**config.mk**
```make
export PLATFORM = sky130hd
export DESIGN_NAME = pixel_format_converter_core
export DESIGN_NICKNAME = d
export VERILOG_FILES = /design/src/rtl/core/pfc_pkg.sv /design/src/rtl/core/pixel_format_converter_core.sv /design/src/rtl/core/pfc_convert.sv
export SDC_FILE = /design/constraint.sdc
export NUM_CORES = 1
export LEC_CHECK = 0
export BUFFER_PORTS_ARGS = -buffer_cell sky130_fd_sc_hd__buf_2
export CAP_MARGIN = 20
export CORE_ASPECT_RATIO = 1.25
export CORE_MARGIN = 2
export CORE_UTILIZATION = 62
export DETAILED_ROUTE_END_ITERATION = 8
export PLACE_DENSITY = 0.8
export SLEW_MARGIN = 20
export SYNTH_ARGS = -nofsm -noshare
export SYNTH_HDL_FRONTEND = slang
export SYNTH_HIERARCHICAL = 1
export SYNTH_SLANG_ARGS = --single-unit
```
**constraint.sdc**
```tcl
create_clock -name clk -period 10.64 [get_ports clk]
set_input_delay 0 -clock clk [delete_from_list [all_inputs] [get_ports clk]]
set_output_delay 0 -clock clk [all_outputs]
set_load 0.005 [all_outputs]
```
**src/rtl/core/pfc_pkg.sv**
```systemverilog
`default_nettype none

package pfc_pkg;

  typedef enum logic [3:0] {
    FMT_8888 = 4'd0,
    FMT_888  = 4'd1,
    FMT_5551 = 4'd2,
    FMT_1555 = 4'd3,
    FMT_565  = 4'd4,
    FMT_4444 = 4'd5,
    FMT_A    = 4'd6,
    FMT_L    = 4'd7,
    FMT_LA   = 4'd8
  } pixel_fmt_t;

  localparam logic [1:0] CFG_PIXEL_FORMAT = 2'd0;
  localparam logic [1:0] CFG_DIRECTION    = 2'd1;
  localparam logic [1:0] CFG_FORCE_OPAQUE = 2'd2;

  localparam logic DIR_UNPACK = 1'b0;
  localparam logic DIR_PACK   = 1'b1;

  typedef struct packed {
    logic [31:0] pixel_in;
    logic        last_in;
  } pfc_in_t;

  typedef struct packed {
    logic [31:0] pixel_out;
    logic        last_out;
  } pfc_out_t;

  typedef struct packed {
    pixel_fmt_t pixel_format;
    logic       direction;
    logic       force_opaque;
  } pfc_cfg_t;

endpackage

`default_nettype wire

```
**src/rtl/core/pixel_format_converter_core.sv**
```systemverilog
// Pixel format converter: turns one packed pixel into a 32-bit RGBA word
// (R in the low byte) or packs an RGBA word into one of nine layouts.
// The input channel (in_valid, in_stall, in_data) takes one pixel and its
// end-of-run flag per transaction; the result channel (out_valid,
// out_stall, out_data) returns exactly one converted pixel per input
// transaction, in order, with the flag copied.
// The cfg_ port writes pixel_format, direction and force_opaque; write it
// only while no transaction is in flight.
// A pixel is captured in the input register, then converted by a single
// combinational pass into the output register. Throughput is one pixel
// per cycle while out_stall is low; the two pipeline registers set it.
// When the receiver raises out_stall the output register holds its data
// and in_stall rises only once the input register is also full.
// Reset clears both pipeline valid bits and returns the registers to
// format 8888, unpack direction, opacity forcing off.
`default_nettype none

module pixel_format_converter_core
  import pfc_pkg::*;
(
  input  wire logic     clk,
  input  wire logic     rst_n,
  input  wire logic     in_valid,
  output logic          in_stall,
  input  wire pfc_in_t  in_data,
  output logic          out_valid,
  input  wire logic     out_stall,
  output pfc_out_t      out_data,
  input  wire logic     cfg_we,
  input  wire logic [1:0] cfg_index,
  input  wire logic [3:0] cfg_wdata
);

  pfc_cfg_t cfg_r;
  pfc_cfg_t cfg_nxt;
  logic     s1_valid_r;
  pfc_in_t  s1_data_r;
  logic     out_valid_r;
  pfc_out_t out_data_r;
  pfc_out_t conv;
  logic     adv_out;
  logic     adv_in;

  assign adv_out  = !out_valid_r || !out_stall;
  assign adv_in   = !s1_valid_r || adv_out;
  assign in_stall = !adv_in;

  always_comb begin
    cfg_nxt = cfg_r;
    if (cfg_we) begin
      case (cfg_index)
        CFG_PIXEL_FORMAT: cfg_nxt.pixel_format = pixel_fmt_t'(cfg_wdata);
        CFG_DIRECTION:    cfg_nxt.direction    = cfg_wdata[0];
        CFG_FORCE_OPAQUE: cfg_nxt.force_opaque = cfg_wdata[0];
        default:          cfg_nxt = cfg_r;
      endcase
    end
  end

  always_ff @(posedge clk) begin
    if (!rst_n) begin
      cfg_r.pixel_format <= FMT_8888;
      cfg_r.direction    <= DIR_UNPACK;
      cfg_r.force_opaque <= 1'b0;
    end else begin
      cfg_r <= cfg_nxt;
    end
  end

  always_ff @(posedge clk) begin
    if (!rst_n) begin
      s1_valid_r <= 1'b0;
    end else if (adv_in) begin
      s1_valid_r <= in_valid;
    end
  end

  always_ff @(posedge clk) begin
    if (adv_in && in_valid) begin
      s1_data_r <= in_data;
    end
  end

  pfc_convert u_convert (
    .cfg     (cfg_r),
    .pix_in  (s1_data_r),
    .pix_out (conv)
  );

  always_ff @(posedge clk) begin
    if (!rst_n) begin
      out_valid_r <= 1'b0;
    end else if (adv_out) begin
      out_valid_r <= s1_valid_r;
    end
  end

  always_ff @(posedge clk) begin
    if (adv_out && s1_valid_r) begin
      out_data_r <= conv;
    end
  end

  assign out_valid = out_valid_r;
  assign out_data  = out_data_r;

endmodule

`default_nettype wire

```
**src/rtl/core/pfc_convert.sv**
```systemverilog
`default_nettype none

module pfc_convert
  import pfc_pkg::*;
(
  input  wire pfc_cfg_t cfg,
  input  wire pfc_in_t  pix_in,
  output pfc_out_t pix_out
);

  // A 5-bit channel widens as 8v + floor(7v/31); the fraction is a count of thresholds.
  function automatic logic [7:0] widen5(input logic [4:0] v);
    logic [2:0] f;
    begin
      f = {2'b0, v >= 5'd5} + {2'b0, v >= 5'd9} + {2'b0, v >= 5'd14} +
          {2'b0, v >= 5'd18} + {2'b0, v >= 5'd23} + {2'b0, v >= 5'd27} +
          {2'b0, v >= 5'd31};
      return {v, 3'b000} + {5'b0, f};
    end
  endfunction

  // A 6-bit channel widens as 4v + floor(v/21).
  function automatic logic [7:0] widen6(input logic [5:0] v);
    logic [1:0] f;
    begin
      f = {1'b0, v >= 6'd21} + {1'b0, v >= 6'd42} + {1'b0, v >= 6'd63};
      return {v, 2'b00} + {6'b0, f};
    end
  endfunction

  function automatic logic [7:0] widen4(input logic [3:0] v);
    return {v, v};
  endfunction

  function automatic logic [7:0] widen1(input logic v);
    return {8{v}};
  endfunction

  // Computes floor(v * m / 255) with the exact shift-and-add form for division by 255.
  function automatic logic [5:0] narrow(input logic [7:0] v, input logic [5:0] m);
    logic [13:0] y;
    logic [14:0] s;
    begin
      y = {6'b0, v} * {8'b0, m};
      s = {1'b0, y} + {9'b0, y[13:8]} + 15'd1;
      return s[13:8];
    end
  endfunction

  logic [31:0] p;
  logic [7:0]  opq;
  logic [7:0]  r;
  logic [7:0]  g;
  logic [7:0]  b;
  logic [7:0]  a;
  logic [31:0] res;
  logic [5:0]  nr31;
  logic [5:0]  ng31;
  logic [5:0]  nb31;
  logic [5:0]  na1;
  logic [5:0]  ng63;
  logic [5:0]  nr15;
  logic [5:0]  ng15;
  logic [5:0]  nb15;
  logic [5:0]  na15;

  assign p   = pix_in.pixel_in;
  assign opq = cfg.force_opaque ? 8'hff : 8'h00;
  assign r   = p[7:0];
  assign g   = p[15:8];
  assign b   = p[23:16];
  assign a   = p[31:24];

  assign nr31 = narrow(r, 6'd31);
  assign ng31 = narrow(g, 6'd31);
  assign nb31 = narrow(b, 6'd31);
  assign na1  = narrow(a, 6'd1);
  assign ng63 = narrow(g, 6'd63);
  assign nr15 = narrow(r, 6'd15);
  assign ng15 = narrow(g, 6'd15);
  assign nb15 = narrow(b, 6'd15);
  assign na15 = narrow(a, 6'd15);

  always_comb begin
    res = 32'd0;
    if (cfg.direction == DIR_UNPACK) begin
      case (cfg.pixel_format)
        FMT_8888: res = p;
        FMT_888:  res = {8'hff, p[23:16], p[15:8], p[7:0]};
        FMT_5551: res = {widen1(p[0]) | opq, widen5(p[5:1]), widen5(p[10:6]),
                         widen5(p[15:11])};
        FMT_1555: res = {widen1(p[15]) | opq, widen5(p[14:10]), widen5(p[9:5]),
                         widen5(p[4:0])};
        FMT_565:  res = {8'hff, widen5(p[4:0]), widen6(p[10:5]), widen5(p[15:11])};
        FMT_4444: res = {widen4(p[15:12]) | opq, widen4(p[11:8]), widen4(p[7:4]),
                         widen4(p[3:0])};
        FMT_A:    res = {p[7:0], 24'd0};
        FMT_L:    res = {8'hff, p[7:0], p[7:0], p[7:0]};
        FMT_LA:   res = {p[15:8], p[7:0], p[7:0], p[7:0]};
        default:  res = 32'd0;
      endcase
    end else begin
      case (cfg.pixel_format)
        FMT_8888: res = p;
        FMT_888:  res = {8'd0, b, g, r};
        FMT_5551: res = {16'd0, nr31[4:0], ng31[4:0], nb31[4:0], na1[0]};
        FMT_1555: res = {16'd0, na1[0], nb31[4:0], ng31[4:0], nr31[4:0]};
        FMT_565:  res = {16'd0, nr31[4:0], ng63, nb31[4:0]};
        FMT_4444: res = {16'd0, na15[3:0], nb15[3:0], ng15[3:0], nr15[3:0]};
        FMT_A:    res = {24'd0, a};
        FMT_L:    res = {24'd0, r};
        FMT_LA:   res = {16'd0, a, r};
        default:  res = 32'd0;
      endcase
    end
  end

  assign pix_out.pixel_out = res;
  assign pix_out.last_out  = pix_in.last_in;

endmodule

`default_nettype wire

```
==> out/qor.yml <==
outcome: "finished clean"
synth.net_count: 1817
met2_usage: 0.585
rrSetupSlack_ns: 3.88
layout.cells.non_filler: 1866
tritoncts: "yes"
finalClockSkew_ns: 0.0151
num-nets-final: 1910
gp_congestion: 0.977
synthAdderAreaFrac: 0.328
dieWidth_um: 135
synth-simple-area-share: 0.155
cp.arrival_ns: 6.86
hold_viol_final: 0
grt_overflow: 0
top_level_ports: 79
muxShareOfSynthArea: 0.0122
cp-end-kind: "flop"
chipHeight_um: 168
ir_worst_vdd_uv: 143
max_freq_mhz: 148
cts.sink_count: 74
slew_headroom: 0.241
synth.area.top_cells: "fa_1 16%, ha_1 16%, edfxtp_1 15%"
rsz0062_at_grt: "false"
hold-path-endpoint: "cfg_r[0]$_SDFFE_PN0P_"
clk_path_buf_depth: 2
post_cts_resized: 0
hp-class: "in2reg"
p_leak_uw: 0.00632
powerDensity_nw_per_um2: 195
tightest_slew_ns: 1.11
slew_viol_final: 0
worstSetupPathType: "reg2reg"
viasPerCell: 6.63
grt_pass1_vias: 12334
wl_per_cell_um: 21.0
die_area_um2: 22600
row_count: 59
timing.final.ws_setup_ns: 3.88
initial_core_util: 0.635
syn_inst: 1494
period_needed_ns: 6.76
r2r-end: "out_data[6]$_DFFE_PP_"
drv_cap: 0
synth_edf_count: 66
startpoint_type: "flop"
route.detailed.drc: 0
rr_startpoint: "s1_data_r[12]$_DFFE_PP_"
synthArstFlopShare: 0
whs_path_depth: 3
drt_iter0_markers: 1068
place_ws_ns: 4.01
grt_antenna_before_repair: 0
dr_total_vias: 12365
synth_xor_area_frac: 0.0442
clkTransAtPathRegs_ns: 0.06
final_core_utilization: 0.702
routed_wl_um: 39100
grt_pass1_wl_um: 62600
core_um2: 20900
dp.cells: 1801
synth_compound_area_frac: 0.231
synth.distinct_cells: 94
post_synth.cell_area_avg_um2: 8.88
cts_root_buffer: "clkbuf_16"
synth_top_flop_cell: "edfxtp_1"
required_ns: 10.74
hold_ws_ns: 0.0228
antenna_left: 0
top_usage_layer: "met2"
fillerInstances: 1644
io_buffers: 78
syn_area_um2: 13300
synth_top_family_by_area: "adder cells"
htree_levels: 3
yosys.area.top_type: "fa_1"
reg2reg_depth: 19
grtUsageMet3: 0.0563
dpl.hpwl_um: 29500
area_growth_pct: 10.6
drive_gt1_frac: 0.0923
grt_max_degree: 48
ys_warn_count: 6
clk_latency_ns: 0.36
synth_top_area_share: 0.165
setup_violations: 0
hp-start: "rst_n"
finalSetupTns_ns: 0
numCtsBuffers: 9
track_usage: 0.349
ys_ff_latch: 74
post-route-period-util: 0.635
drtPass1Iterations: 5
ys_seq_area_frac: 0.162
cp_max_fo: 16
diodes: 0
met1_usage: 0.424
==> per-layer routing <==
| layer | part of all wire | up-vias |
|---|---|---|
| li1 | - | 5643 |
| met1 | 0.38 | 5868 |
| met2 | 0.48 | 664 |
| met3 | 0.078 | 190 |
| met4 | 0.067 | 0 |
| met5 | 0 | - |
==> final cells by class <==
class                           count  area, µm²  share of cell area
Multi-Input combinational cell   1199      10200               0.699
Sequential cell                    74       2140               0.146
Timing Repair Buffer              138        981              0.0669
Inverter                          165        619              0.0422
Tap cell                          274        343              0.0234
Clock buffer                        9        225              0.0154
Clock inverter                      7        108             0.00734
==> where the power goes <==
group	total [µW]	switching [µW]	internal (µW)	leakage, µW
Combinational	2140	1280	859	0.00546
Sequential	369	29.8	339	0.000698
Clock	353	142	211	0.000160
Total	2870	1460	1410	0.00632
==> how the worst max path moves through the flow <==
stage	slack, ns	start	cells after the start	end
after global routing	3.49	s1_data_r[13]$_DFFE_PP_	19	out_data[6]$_DFFE_PP_
after CTS	3.99	s1_data_r[13]$_DFFE_PP_	19	out_data[6]$_DFFE_PP_
after floorplan	4.44	s1_data_r[5]$_DFFE_PP_	19	out_data[5]$_DFFE_PP_
after detailed placement	4.01	s1_data_r[13]$_DFFE_PP_	19	out_data[6]$_DFFE_PP_
final	3.88	s1_data_r[12]$_DFFE_PP_	19	out_data[6]$_DFFE_PP_
after global placement	4.20	s1_data_r[2]$_DFFE_PP_	18	out_data[5]$_DFFE_PP_
==> flip-flops by register name (all words and copies together) (netlist names) <==
signal	cells
s1_data_r	33
s1_valid_r	1
cfg_r	6
out_data	33
out_valid	1
==> synth_stat cells, types with 7 or more instances <==
library cell / instances
o22ai_1: 8
o211ai_1: 19
xnor2_1: 35
or3_1: 9
a31oi_1: 20
nor3_1: 33
nand2b_1: 19
a21oi_1: 74
fa_1: 109
ha_1: 170
clkbuf_8: 7
clkbuf_1: 44
and3_1: 14
a311oi_1: 7
o21bai_1: 7
nand2_1: 107
nor3b_1: 11
a21o_1: 24
dfxtp_1: 8
edfxtp_1: 66
mux2i_1: 15
a211oi_1: 20
o21ai_0: 78
nor2_1: 80
o311a_1: 10
nand4_1: 9
o2111ai_1: 12
a221oi_1: 27
nor2b_1: 17
a22oi_1: 15
inv_1: 165
or2_2: 9
o31ai_1: 12
o21a_1: 15
nand3_1: 49
xor2_1: 32
nor4_1: 11
==> cell families (layout without fill, tap and decap cells) <==
family,count (synthesis),in the layout
compound gates,427,427
simple gates,406,406
fa+ha+maj,283,283
buf+inv,221,319
flops,74,74
xor+xnor,67,67
mux,16,16
==> placed cells by master, fill, tap and decap left out, types with 12 or more instances in the layout <==
cell | netlist | final
fa_1 | 109 | 109
xor2_1 | 32 | 32
edfxtp_1 | 66 | 66
inv_1 | 165 | 165
nor2_1 | 80 | 80
a31oi_1 | 20 | 20
a22oi_1 | 15 | 15
nand2_1 | 107 | 107
mux2i_1 | 15 | 15
and3_1 | 14 | 14
o21ai_0 | 78 | 78
a21o_1 | 24 | 24
o31ai_1 | 12 | 12
nand2b_1 | 19 | 19
o2111ai_1 | 12 | 12
o211ai_1 | 19 | 19
buf_2 | 1 | 78
xnor2_1 | 35 | 35
o21a_1 | 15 | 15
nor2b_1 | 17 | 16
dlygate4sd3_1 | 0 | 48
a21oi_1 | 74 | 74
a211oi_1 | 20 | 20
nand3_1 | 49 | 49
a221oi_1 | 27 | 27
nor3_1 | 33 | 32
ha_1 | 170 | 170
==> critical path: stages, from the launching register on <==
cell and delay [ns]:
edfxtp_1 0.81, inv_1 0.30, fa_1 0.66, inv_1 0.12
fa_1 0.58, fa_1 0.44, ha_1 0.29, or3_1 0.45
or2_2 0.30, o22a_1 0.23, xor2_1 0.34, inv_1 0.08
ha_1 0.22, nor3_1 0.24, o21ai_0 0.22, a211oi_1 0.37
a221oi_2 0.18, xnor2_1 0.24, nor2_1 0.06, o311a_1 0.37
==> repair_timing <==
item	4_1_cts	5_1_grt
buffers inserted	0	0
hold endpoints to repair	41	0
hold buffers	48	0
==> through the flow <==
step | instance area, µm² | total power, µW
floorplan | 13300 | 1970
global placement | 13800 | 2380
detailed placement | 13800 | 2440
CTS | 14600 | 2820
global route | 14700 | 3100
finish | 14700 | 2870
No activity file was read; power rests on OpenSTA's default activity.
